===== src/design/assert_macros.svh =====
// assertion helpers for the design files, included by delta_packet_packer
`ifndef ASSERT_MACROS_SVH
`define ASSERT_MACROS_SVH

// check a property on every clock edge outside reset
`define DPP_ASSERT(label, prop, msg) \
    label: assert property (@(posedge clk) disable iff (!rst_n) (prop)) \
        else $error(msg);

// check a property on every clock edge, reset included
`define DPP_ASSERT_ALWAYS(label, prop, msg) \
    label: assert property (@(posedge clk) (prop)) else $error(msg);

`endif


===== src/design/dpp_pkg.sv =====
package dpp_pkg;

    localparam int SAMPLES_PER_PACKET = 10;
    localparam int CHANNELS           = 3;
    localparam int SAMPLE_W           = 32;
    localparam int HALF_W             = 16;
    localparam int SLOT_W             = $clog2(SAMPLES_PER_PACKET);
    localparam int CH_W               = (CHANNELS > 1) ? $clog2(CHANNELS) : 1;
    // one bank bit on top of the slot index
    localparam int ADDR_W             = SLOT_W + 1;
    localparam int RAM_DEPTH          = 2 ** ADDR_W;
    localparam int QUEUE_DEPTH        = 2;
    localparam int QPTR_W             = $clog2(QUEUE_DEPTH);

    typedef logic [SAMPLE_W-1:0] sample_t;

    typedef struct packed {
        logic              en;
        logic [ADDR_W-1:0] addr;
    } wr_t;

    typedef struct packed {
        logic full;
        logic empty;
        logic head;
    } q_status_t;

endpackage


===== src/design/dpp_ram.sv =====
module dpp_ram #(
    parameter int WIDTH = 32,
    parameter int DEPTH = 32
) (
    input  logic                     clk,
    input  logic                     wr_en,
    input  logic [$clog2(DEPTH)-1:0] wr_addr,
    input  logic [WIDTH-1:0]         wr_data,
    input  logic                     rd_en,
    input  logic [$clog2(DEPTH)-1:0] rd_addr,
    output logic [WIDTH-1:0]         rd_data
);

    logic [WIDTH-1:0] mem [DEPTH];
    logic [WIDTH-1:0] rd_data_reg;

    always_ff @(posedge clk)
    begin
        if (wr_en)
        begin
            mem[wr_addr] <= wr_data;
        end
        // read data holds until the next read
        if (rd_en)
        begin
            rd_data_reg <= mem[rd_addr];
        end
    end

    assign rd_data = rd_data_reg;

endmodule


===== src/design/dpp_queue.sv =====
module dpp_queue (
    input  logic              clk,
    input  logic              rst_n,
    input  logic              push,
    input  logic              push_bank,
    input  logic              pop,
    output dpp_pkg::q_status_t status
);

    logic [dpp_pkg::QUEUE_DEPTH-1:0] bank_reg;
    logic [dpp_pkg::QPTR_W-1:0]      wr_ptr_reg;
    logic [dpp_pkg::QPTR_W-1:0]      rd_ptr_reg;
    logic [dpp_pkg::QPTR_W:0]        count_reg;

    always_ff @(posedge clk or negedge rst_n)
    begin
        if (!rst_n)
        begin
            wr_ptr_reg <= '0;
            rd_ptr_reg <= '0;
            count_reg  <= '0;
        end
        else
        begin
            if (push)
            begin
                wr_ptr_reg <= wr_ptr_reg + 1'b1;
            end
            if (pop)
            begin
                rd_ptr_reg <= rd_ptr_reg + 1'b1;
            end
            if (push && !pop)
            begin
                count_reg <= count_reg + 1'b1;
            end
            else if (pop && !push)
            begin
                count_reg <= count_reg - 1'b1;
            end
        end
    end

    always_ff @(posedge clk)
    begin
        if (push)
        begin
            bank_reg[wr_ptr_reg] <= push_bank;
        end
    end

    assign status.full  = (count_reg == (dpp_pkg::QPTR_W + 1)'(dpp_pkg::QUEUE_DEPTH));
    assign status.empty = (count_reg == '0);
    assign status.head  = bank_reg[rd_ptr_reg];

endmodule


===== src/design/dpp_front.sv =====
module dpp_front (
    input  logic              clk,
    input  logic              rst_n,
    input  logic              sample_valid,
    output logic              sample_ready,
    input  dpp_pkg::q_status_t q_status,
    output dpp_pkg::wr_t      wr,
    output logic              push,
    output logic              push_bank
);

    logic [dpp_pkg::SLOT_W-1:0] fill_reg;
    logic                       bank_reg;
    logic                       accept;
    logic                       slot_last;

    // a free bank exists whenever the queue is not full
    assign sample_ready = !q_status.full;
    assign accept       = sample_valid && sample_ready;
    assign slot_last    = (fill_reg == dpp_pkg::SLOT_W'(dpp_pkg::SAMPLES_PER_PACKET - 1));

    assign wr.en     = accept;
    assign wr.addr   = {bank_reg, fill_reg};
    assign push      = accept && slot_last;
    assign push_bank = bank_reg;

    always_ff @(posedge clk or negedge rst_n)
    begin
        if (!rst_n)
        begin
            fill_reg <= '0;
            bank_reg <= 1'b0;
        end
        else if (accept)
        begin
            if (slot_last)
            begin
                fill_reg <= '0;
                bank_reg <= !bank_reg;
            end
            else
            begin
                fill_reg <= fill_reg + 1'b1;
            end
        end
    end

endmodule


===== src/design/dpp_back.sv =====
module dpp_back (
    input  logic                                           clk,
    input  logic                                           rst_n,
    input  dpp_pkg::q_status_t                             q_status,
    output logic                                           pop,
    output logic                                           rd_en,
    output logic [dpp_pkg::ADDR_W-1:0]                     rd_addr,
    input  logic [dpp_pkg::CHANNELS-1:0][dpp_pkg::SAMPLE_W-1:0] rd_data,
    output logic                                           half_word_valid,
    input  logic                                           half_word_ready,
    output logic [dpp_pkg::HALF_W-1:0]                     half_word,
    output logic                                           packet_end
);

    // read issue side
    logic [dpp_pkg::CH_W-1:0]   rd_ch_reg;
    logic [dpp_pkg::SLOT_W-1:0] rd_idx_reg;
    // element held in the ram read register
    logic                       b_valid_reg;
    logic [dpp_pkg::CH_W-1:0]   b_ch_reg;
    logic                       b_first_reg;
    logic                       b_last_reg;
    logic                       phase_reg;
    dpp_pkg::sample_t           prev_reg;
    // output register
    logic                       out_valid_reg;
    logic [dpp_pkg::HALF_W-1:0] half_word_reg;
    logic                       packet_end_reg;

    logic             out_free;
    logic             emit;
    logic             first_low;
    logic             b_consume;
    logic             issue;
    logic             rd_last;
    dpp_pkg::sample_t b_data;
    dpp_pkg::sample_t diff;

    assign out_free  = !out_valid_reg || half_word_ready;
    assign emit      = b_valid_reg && out_free;
    // the first sample of a channel goes out as two halfwords
    assign first_low = b_first_reg && !phase_reg;
    assign b_consume = emit && !first_low;
    assign b_data    = rd_data[b_ch_reg];
    assign diff      = b_data - prev_reg;

    assign rd_last = (rd_ch_reg == dpp_pkg::CH_W'(dpp_pkg::CHANNELS - 1))
                  && (rd_idx_reg == dpp_pkg::SLOT_W'(dpp_pkg::SAMPLES_PER_PACKET - 1));
    assign issue   = !q_status.empty && (!b_valid_reg || b_consume);
    assign pop     = issue && rd_last;
    assign rd_en   = issue;
    assign rd_addr = {q_status.head, rd_idx_reg};

    always_ff @(posedge clk or negedge rst_n)
    begin
        if (!rst_n)
        begin
            rd_ch_reg     <= '0;
            rd_idx_reg    <= '0;
            b_valid_reg   <= 1'b0;
            out_valid_reg <= 1'b0;
        end
        else
        begin
            if (issue)
            begin
                b_valid_reg <= 1'b1;
                if (rd_idx_reg == dpp_pkg::SLOT_W'(dpp_pkg::SAMPLES_PER_PACKET - 1))
                begin
                    rd_idx_reg <= '0;
                    rd_ch_reg  <= rd_last ? '0 : rd_ch_reg + 1'b1;
                end
                else
                begin
                    rd_idx_reg <= rd_idx_reg + 1'b1;
                end
            end
            else if (b_consume)
            begin
                b_valid_reg <= 1'b0;
            end

            if (emit)
            begin
                out_valid_reg <= 1'b1;
            end
            else if (half_word_ready)
            begin
                out_valid_reg <= 1'b0;
            end
        end
    end

    always_ff @(posedge clk)
    begin
        if (emit)
        begin
            if (first_low)
            begin
                half_word_reg <= b_data[dpp_pkg::HALF_W-1:0];
                phase_reg     <= 1'b1;
            end
            else if (b_first_reg)
            begin
                half_word_reg <= b_data[dpp_pkg::SAMPLE_W-1:dpp_pkg::HALF_W];
            end
            else
            begin
                half_word_reg <= diff[dpp_pkg::HALF_W-1:0];
            end
            packet_end_reg <= b_last_reg && !b_first_reg;
        end
        if (b_consume)
        begin
            prev_reg <= b_data;
        end
        if (issue)
        begin
            b_ch_reg    <= rd_ch_reg;
            b_first_reg <= (rd_idx_reg == '0);
            b_last_reg  <= rd_last;
            phase_reg   <= 1'b0;
        end
    end

    assign half_word_valid = out_valid_reg;
    assign half_word       = half_word_reg;
    assign packet_end      = packet_end_reg;

endmodule


===== src/design/delta_packet_packer.sv =====
// delta packet packer
// input channel: sample_valid / sample_ready carry one sample per channel
// (sample_ch0..sample_ch2, signed 32 bit) in each transfer.
// output channel: half_word_valid / half_word_ready carry one 16-bit
// halfword per transfer; packet_end marks the last halfword of a packet.
// every ten input transfers form a packet of 33 halfwords: per channel the
// first sample (low half, then high half) and nine wrapped differences.
// the front writes samples into a two-bank sample ram, one transfer per
// cycle while sample_ready is high, and hands full banks to the back
// through a two-entry queue. the first halfword of a packet passes the
// queue, the ram read register and the output register after the transfer
// that completes it, when the back is idle. the back streams one halfword
// per cycle from its ram read port while half_word_ready is high.
// sample_ready drops only while both banks wait on the back.
// reset clears the fill count, bank pointers, queue and output valid; the
// sample ram is not cleared, every slot is written before it is read.
// a stalled receiver holds the output register, then the ram read stage,
// then the queue fills and the input stalls.
`include "assert_macros.svh"

module delta_packet_packer (
    input  logic                 clk,
    input  logic                 rst_n,
    input  logic                 sample_valid,
    output logic                 sample_ready,
    input  logic signed [31:0]   sample_ch0,
    input  logic signed [31:0]   sample_ch1,
    input  logic signed [31:0]   sample_ch2,
    output logic                 half_word_valid,
    input  logic                 half_word_ready,
    output logic [15:0]          half_word,
    output logic                 packet_end
);

    dpp_pkg::q_status_t q_status;
    dpp_pkg::wr_t       wr;
    logic               push;
    logic               push_bank;
    logic               pop;
    logic               rd_en;
    logic [dpp_pkg::ADDR_W-1:0]                          rd_addr;
    logic [dpp_pkg::CHANNELS-1:0][dpp_pkg::SAMPLE_W-1:0] wr_data;
    logic [dpp_pkg::CHANNELS-1:0][dpp_pkg::SAMPLE_W-1:0] rd_data;

    assign wr_data[0] = sample_ch0;
    assign wr_data[1] = sample_ch1;
    assign wr_data[2] = sample_ch2;

    dpp_front u_front (
        .clk          (clk),
        .rst_n        (rst_n),
        .sample_valid (sample_valid),
        .sample_ready (sample_ready),
        .q_status     (q_status),
        .wr           (wr),
        .push         (push),
        .push_bank    (push_bank)
    );

    dpp_queue u_queue (
        .clk       (clk),
        .rst_n     (rst_n),
        .push      (push),
        .push_bank (push_bank),
        .pop       (pop),
        .status    (q_status)
    );

    for (genvar c = 0; c < dpp_pkg::CHANNELS; c++)
    begin : g_ram
        dpp_ram #(
            .WIDTH (dpp_pkg::SAMPLE_W),
            .DEPTH (dpp_pkg::RAM_DEPTH)
        ) u_ram (
            .clk     (clk),
            .wr_en   (wr.en),
            .wr_addr (wr.addr),
            .wr_data (wr_data[c]),
            .rd_en   (rd_en),
            .rd_addr (rd_addr),
            .rd_data (rd_data[c])
        );
    end

    dpp_back u_back (
        .clk             (clk),
        .rst_n           (rst_n),
        .q_status        (q_status),
        .pop             (pop),
        .rd_en           (rd_en),
        .rd_addr         (rd_addr),
        .rd_data         (rd_data),
        .half_word_valid (half_word_valid),
        .half_word_ready (half_word_ready),
        .half_word       (half_word),
        .packet_end      (packet_end)
    );

    `DPP_ASSERT(a_no_pop_empty, pop |-> !q_status.empty, "queue popped while empty")
    `DPP_ASSERT(a_no_push_full, push |-> !q_status.full, "queue pushed while full")
    `DPP_ASSERT(a_stall_after_push, $fell(sample_ready) |-> $past(push),
        "input stalled without a completed packet")

endmodule

===== config.mk =====
export PLATFORM = sky130hd
export DESIGN_NAME = delta_packet_packer
export DESIGN_NICKNAME = d
export VERILOG_FILES = /design/src/design/dpp_pkg.sv /design/src/design/dpp_ram.sv /design/src/design/dpp_queue.sv /design/src/design/dpp_front.sv /design/src/design/dpp_back.sv /design/src/design/delta_packet_packer.sv
export VERILOG_INCLUDE_DIRS = /design/src /design/src/design
export SDC_FILE = /design/constraint.sdc
export NUM_CORES = 2
export LEC_CHECK = 0
export BUFFER_PORTS_ARGS = -buffer_cell sky130_fd_sc_hd__buf_2
export CAP_MARGIN = 5
export CORE_AREA = 2 2 394 493
export CTS_BUF_LIST = sky130_fd_sc_hd__clkbuf_4
export CTS_CLUSTER_DIAMETER = 200
export CTS_CLUSTER_SIZE = 14
export DETAILED_ROUTE_END_ITERATION = 16
export DIE_AREA = 0 0 396 495
export GPL_TIMING_DRIVEN = 0
export PLACE_DENSITY = 0.81
export SETUP_SLACK_MARGIN = 0.15
export SLEW_MARGIN = 20
export SYNTH_ARGS = -nofsm -noshare
export SYNTH_HDL_FRONTEND = slang
export SYNTH_SLANG_ARGS = --single-unit
export TNS_END_PERCENT = 100

===== constraint.sdc =====
create_clock -name clk -period 8.2 [get_ports clk]
set_input_delay 0.41 -clock clk [delete_from_list [all_inputs] [get_ports clk]]
set_output_delay 0.41 -clock clk [all_outputs]
set_load 0.03 [all_outputs]

After elaboration in Yosys (flattened, before gate mapping) --
Memories as Yosys holds them, arrays and structs flattened. A register that Yosys moved wholly into a read port is not among the register bits. Cells that the tools add are included. W data, S select, Z words.
Storage, ports and cells: memories 3, register bits after elaboration 57, input bits 100, word-level logic and storage cells 88, output and inout bits 19, memory bits (writable) 3072
Operators by class: muxes and demuxes 20, equality and inequality tests 4, add/sub/neg operators 8, magnitude comparators 4, reductions and logical operators 32
Memory list:
- g_ram[0].u_ram.mem | depth 32, bits a word 32, read ports 1, clocked after memory_dff 1, wr ports 1, RTL line dpp_ram.sv:14 | logic [WIDTH-1:0] mem [DEPTH];
- g_ram[1].u_ram.mem | depth 32, bits a word 32, read ports 1, clocked after memory_dff 1, wr ports 1, RTL line dpp_ram.sv:14
- g_ram[2].u_ram.mem | depth 32, bits a word 32, read ports 1, clocked after memory_dff 1, wr ports 1, RTL line dpp_ram.sv:14
Operators by type and width (count):
- $bmux W32 S2 | 1
- $mux W16 | 2
- $mux W32 | 1
- $sub A16 B16 Y16 | 1
- $logic_and A1 B1 Y1 | 12
- $logic_not A1 Y1 | 10
- $mux W1 | 9
- $add A4 B1 Y4 const B | 2
- $eq A4 B4 Y1 const B | 2
- $mux W4 | 2
- $mux W2 | 3
- $reduce_and A2 Y1 | 3
- $reduce_bool A2 Y1 | 3
- $add A2 B1 Y2 const B | 2
- $eq A2 B2 Y1 const B | 2
- $logic_not A4 Y1 | 1
- $lt A1 B2 Y1 const B | 2
- $lt A2 B3 Y1 const B | 1
- $add A1 B1 Y1 const B | 2
- $bwmux W2 | 1
- $logic_not A2 Y1 | 1
- $logic_or A1 B1 Y1 | 2
- $sub A2 B1 Y2 const B | 1
- $demux W1 S1 | 1
- $ge A1 B1 Y1 const B | 1

Logic depth before layout (Yosys ltp) --
depth in word-level cells 10, mapped depth 14

By module --
Synthesis repeated with hierarchy kept, for this count alone.
Second synthesis, totals: cells, all modules 7169, area, all modules 126339.9 um2
Modules (own cells, without submodules):
- dpp_ram | area each 40805.4 um2, cells each 2260, times used 3
- dpp_back | area each 3394.5 um2, cells each 348, times used 1
- dpp_front | area each 269.0 um2, cells each 22, times used 1
- dpp_queue | area each 260.2 um2, cells each 19, times used 1

Worst setup path before layout --
Ideal clock, no wire load.
path kind reg2reg, start reg u_back.b_first_reg, end reg u_queue.count_reg[1] (netlist bit), slack 1.470 ns, library setup time 0.079 ns, clock period less this slack 6.730 ns, required time 8.121 ns, path buffers 1, stages on the path, launching flop included 9, arrival time 6.651 ns, cell sequence edfxtp_1 -> clkbuf_1 -> nand2b_1 -> a21boi_0 -> nor2_1 -> nand4b_1 -> ha_1 -> nor2_1 -> xor2_1
On the way: word-level cells in the longest chain between the ends 9, elaborated cells between the ends (all ways) 11
Ends and longest elaborated chain:
- start, declared | RTL line dpp_back.sv:21 | logic b_first_reg;
- start signal, assigned | RTL line dpp_back.sv:120 | b_first_reg <= (rd_idx_reg == '0);
- $logic_and A1 B1 Y1 * | RTL line dpp_back.sv:42 | assign first_low = b_first_reg && !phase_reg;
- $logic_not A1 Y1 * | RTL line dpp_back.sv:43 | assign b_consume = emit && !first_low;
- $logic_and A1 B1 Y1 * | RTL line dpp_back.sv:43
- $logic_or A1 B1 Y1 * | RTL line dpp_back.sv:49 | assign issue = !q_status.empty && (!b_valid_reg || b_consume);
- $logic_and A1 B1 Y1 * | RTL line dpp_back.sv:49
- named net g_ram[0].u_ram.rd_en | RTL line dpp_ram.sv:9 | input logic rd_en,
- $logic_and A1 B1 Y1 * | RTL line dpp_back.sv:50 | assign pop = issue && rd_last;
- $logic_not A1 Y1 | RTL line dpp_queue.sv:33 | if (push && !pop)
- $logic_and A1 B1 Y1 | RTL line dpp_queue.sv:33
- $mux W2 / $reduce_bool A2 Y1 (equally long branches)
- end signal, assigned | RTL line dpp_queue.sv:35 | count_reg <= count_reg + 1'b1;
- end signal, assigned | RTL line dpp_queue.sv:39 | count_reg <= count_reg - 1'b1;
- end, declared | RTL line dpp_queue.sv:13 | logic [dpp_pkg::QPTR_W:0] count_reg;
The timed path passes the listed nets; every way through them passes the cells marked *. A chain may end at the register's enable or synchronous reset.

Final worst setup path --
start reg u_back.b_ch_reg[1] (netlist bit), end reg u_back.half_word_reg (netlist bit u_back.half_word[11]) (data pin)
On the way: word-level cells in the longest chain between the ends 5
Ends and longest elaborated chain:
- start, declared | RTL line dpp_back.sv:20 | logic [dpp_pkg::CH_W-1:0] b_ch_reg;
- start signal, assigned | RTL line dpp_back.sv:119 | b_ch_reg <= rd_ch_reg;
- $bmux W32 S2 | RTL line dpp_back.sv:44 | assign b_data = rd_data[b_ch_reg];
- $mux W32 (implied by the code) | RTL line dpp_back.sv:44
- named net u_back.b_data[6] | RTL line dpp_back.sv:36 | dpp_pkg::sample_t b_data;
- $sub A16 B16 Y16 | RTL line dpp_back.sv:45 | assign diff = b_data - prev_reg;
- $mux W16 | RTL line dpp_back.sv:103 | else if (b_first_reg)
- $mux W16 | RTL line dpp_back.sv:98 | if (first_low)
- end signal, assigned | RTL line dpp_back.sv:100 | half_word_reg <= b_data[dpp_pkg::HALF_W-1:0];
- end signal, assigned | RTL line dpp_back.sv:105 | half_word_reg <= b_data[dpp_pkg::SAMPLE_W-1:dpp_pkg::HALF_W];
- end signal, assigned | RTL line dpp_back.sv:109 | half_word_reg <= diff[dpp_pkg::HALF_W-1:0];
- end, declared | RTL line dpp_back.sv:27 | logic [dpp_pkg::HALF_W-1:0] half_word_reg;
The timed path passes the listed nets, and every way through them passes these cells. The select of a mux whose other input is x is not followed.

==> run_results.csv <==
group,metric,value,unit
setup_path,cp_top_family,"compound AO/OA/AOI/OAI gates",
run,max_cap_violations,0,
synthesis,yosysTopAreaCell,"edfxtp_1",
synthesis,syn_inst,5324,
setup_path,crit_type,"register to register",
placement,dp_hpwl,200000,µm
detailed_routing,vias_per_cell,6.94,
power_and_ir_drop,p_seq_share,47.3,%
outcome,status,"complete, no violations",
timing,setup_ws,3680,ps
setup_path,critical_path_arrival,5660,ps
timing,finClkSkew,130,ps
detailed_routing,ant_nets,0,
placement,placed_area,132000,µm²
grt,antenna_found_initial,26,
power_and_ir_drop,intPower,28.2,mW
grt,grt_pass1_vias,62153,
cells_and_area,finish.utilization,70.9,%
detailed_routing,drcViolationCount,0,
synthesis,synth_edf_count,3207,
cells_and_area,layout-drive-gt1-share,31.6,%
synthesis,synth_fp_nets,5442,
power_and_ir_drop,p_switching,14.4,mW
clock_tree,cts_tree,"yes",
timing,tns,0,ps
setup_path,cp_cell_sequence,"buf_2, buf_1, mux2i_1, o21ai_0, ha_1, a21oi_1, nand2_1, o21ai_0, a21oi_1, nor3b_1",
power_and_ir_drop,clock_power_share,15.1,%
grt,grt_pass1_wl,428000,µm
cells_and_area,final_area,136000,µm²
die,core_area,192000,µm²
die,io_pins,119,
placement,pre_cts_ws,3940,ps
setup_path,path_buf_inv,2,
grt,grt_max_degree,40,
timing,hold_violations,0,
placement,dp.cells,8160,
worst_hold_path,hold_path.class,"primary input to register",
synthesis,synth_fa_ha_area_share,0.188,%
clock_tree,clk_path_buf_depth,4,
detailed_routing,drt_iter0_markers,9235,
power_and_ir_drop,p_total,42.7,mW
synthesis,ys_seq_area_share,78.2,%
synthesis,synth_top_area_share,77.8,%
power_and_ir_drop,power.density,314,nW/µm²
clock_tree,clkSlewWorstSetupHoldPaths,140,ps
timing,slew_headroom,23.4,%
synthesis,synth_cell_types,54,
synthesis,synth_top_family_by_area,"multiplexers",
clock_tree,numCtsBuffers,280,
detailed_routing,routedWlPerCell,34.3,µm
synthesis,synth_top_cells_by_count,"edfxtp_1 (3207), mux4_2 (768), mux2_2 (388), o22ai_1 (192), nor2_1 (148)",
timing,rsz0062_at_grt,"no",
power_and_ir_drop,ir_drop,0.000293,V
cells_and_area,final_nets,6212,
setup_path,critPathCaptureType,"register",
grt,overflow,0,
power_and_ir_drop,p_sw_share,33.8,%
detailed_routing,wl,299000,µm
synthesis,async_flop_share,0.527,%
detailed_routing,via_count,60384,
timing,setup_violations,0,
clock_tree,cts_max_level,5,
synthesis,avgSynthCellArea,23.2,µm²
synthesis,synth_xor_area_share,0.127,%
timing,period_share,55.1,%
die,die_y,495,µm
synthesis,synth-compound-area-share,1.57,%
timing,max_freq,221,MHz
die,start_util,64.6,%
power_and_ir_drop,power_frac_comb,37.6,%
clock_tree,cts_root_buffer,"clkbuf_4",
clock_tree,clock_latency,1510,ps
setup_path,critPathLaunchType,"register",
timing,worst_slew_pin_slew,1150,ps
cells_and_area,largest_reg_flops,3072,
detailed_routing,dr.pass1.iters,6,
synthesis,syn_area,124000,µm²
die,die_w,396,µm
cells_and_area,stdcell_count,8695,
clock_tree,clock_sinks,3225,
grt,grt_usage,30.9,%
placement,io_buffers,118,
synthesis,synth-simple-area-share,0.897,%
setup_path,crit_required,9340,ps
synthesis,synth.most_common_cell,"edfxtp_1",
timing,drv_slew,0,
synthesis,synth_seq_cells,3225,
die,rows,180,
clock_tree,post-cts-setup-buffer-count,0,
synthesis,synthMuxAreaShare,17.8,%
die,die_area,196000,µm²
setup_path,critPathSlowestCell,"nor3b_1",
placement,gp_congestion,0.877,
synthesis,synth_area_leaders,"edfxtp_1 (78%), mux4_2 (14%), mux2_2 (3.5%), o22ai_1 (0.97%), nor2_1 (0.45%)",
setup_path,critPathMaxFanout,10,
timing,whs,95.1,ps
cells_and_area,area_delta_synth_final,9.90,%
clock_tree,ctsResizeCount,0,
timing,period_minus_slack,4520,ps
power_and_ir_drop,p_leak,42.0,nW
setup_path,critical_path.max_stage_delay,730,ps
synthesis,synth-warning-count,0,
synthesis,synth_ff_type,"edfxtp_1",
==> power groups by stage <==
stage / clock, mW / combinational, mW / sequential (mW)
floorplan: 0 / 9.84 / 20.6
global placement: 0 / 14.8 / 20.8
detailed placement: 0 / 15.8 / 20.5
CTS: 6.50 / 15.9 / 20.2
global route: 7.01 / 16.7 / 20.2
finish: 6.45 / 16.0 / 20.2
==> worst min-delay path: stages <==
cell and delay [ps]:
dlygate4sd3_1 530, buf_2 120, buf_2 270
==> final cells by class <==
class                      instances  area (µm²)
antenna                           18        45.0
tap                             2548        3190
clock buffer                     314        2360
clock inverter                     3        18.8
buffer                           283        1420
inverter                          26        97.6
sequential                      3225       96700
timing repair buffer             488        6390
fill                           10331       55700
multi-input combinational       1790       25700
==> layer usage <==
layer / wire length, µm / up-vias / GRT usage [%]
li1: - / 24070 / -
met1: 101000 / 31417 / 39.7
met2: 151000 / 4159 / 51.6
met3: 30900 / 726 / 6.36
met4: 15300 / 12 / 14.2
met5: 67 / - / 0
==> kinds of logic (layout without fill, tap and decap cells) <==
| logic type | Yosys count | after routing |
|---|---|---|
| other | 0 | 18 |
| multiplexers | 1191 | 1191 |
| AND/OR/NAND/NOR | 256 | 256 |
| XOR/XNOR | 18 | 18 |
| buffers and inverters | 309 | 1114 |
| adder cells (fa/ha/maj) | 18 | 18 |
| flip-flops | 3225 | 3225 |
| AO/OA/AOI/OAI | 307 | 307 |
==> final timing paths <==
check / cells past startpoint / startpoint / endpoint / slack, ps
worst max-delay path: 10 / u_back.b_ch_reg[1] / u_back.half_word[11] / 3680
worst min-delay path: 3 / sample_ch1[29] / g_ram[1].u_ram.mem[4][29] / 100
worst max register to register: 10 / u_back.b_ch_reg[1] / u_back.half_word[11] / 3680
worst min register to register: 1 / u_back.b_valid_reg / u_back.half_word_valid / 540
max in group asynchronous: 3 / rst_n / u_front.fill_reg[3] / 7280
min in group asynchronous: 3 / rst_n / u_back.rd_idx_reg[0] / 290
==> placed cells by master (no fill, tap or decap), types with 17 or more instances in the layout <==
master	count
o211ai_1	25
clkbuf_4	314
buf_4	24
nor2_4	32
diode_2	18
o21ai_0	38
clkbuf_1	126
ha_1	17
o22ai_1	192
a21oi_1	18
buf_6	26
buf_12	98
edfxtp_1	3207
buf_2	198
nand2_1	49
mux2_2	388
inv_1	26
dfrtp_1	17
mux2i_1	35
buf_16	72
mux4_2	768
nor2_1	116
dlygate4sd3_1	171
buf_1	49
==> what timing repair did <==
action | 4_1_cts | 5_1_grt
setup endpoints to repair | 0 | 0
endpoints found under the hold margin | 3111 | 0
hold buffers | 200 | 0
Note: power is estimated with default switching activity, not from simulation.
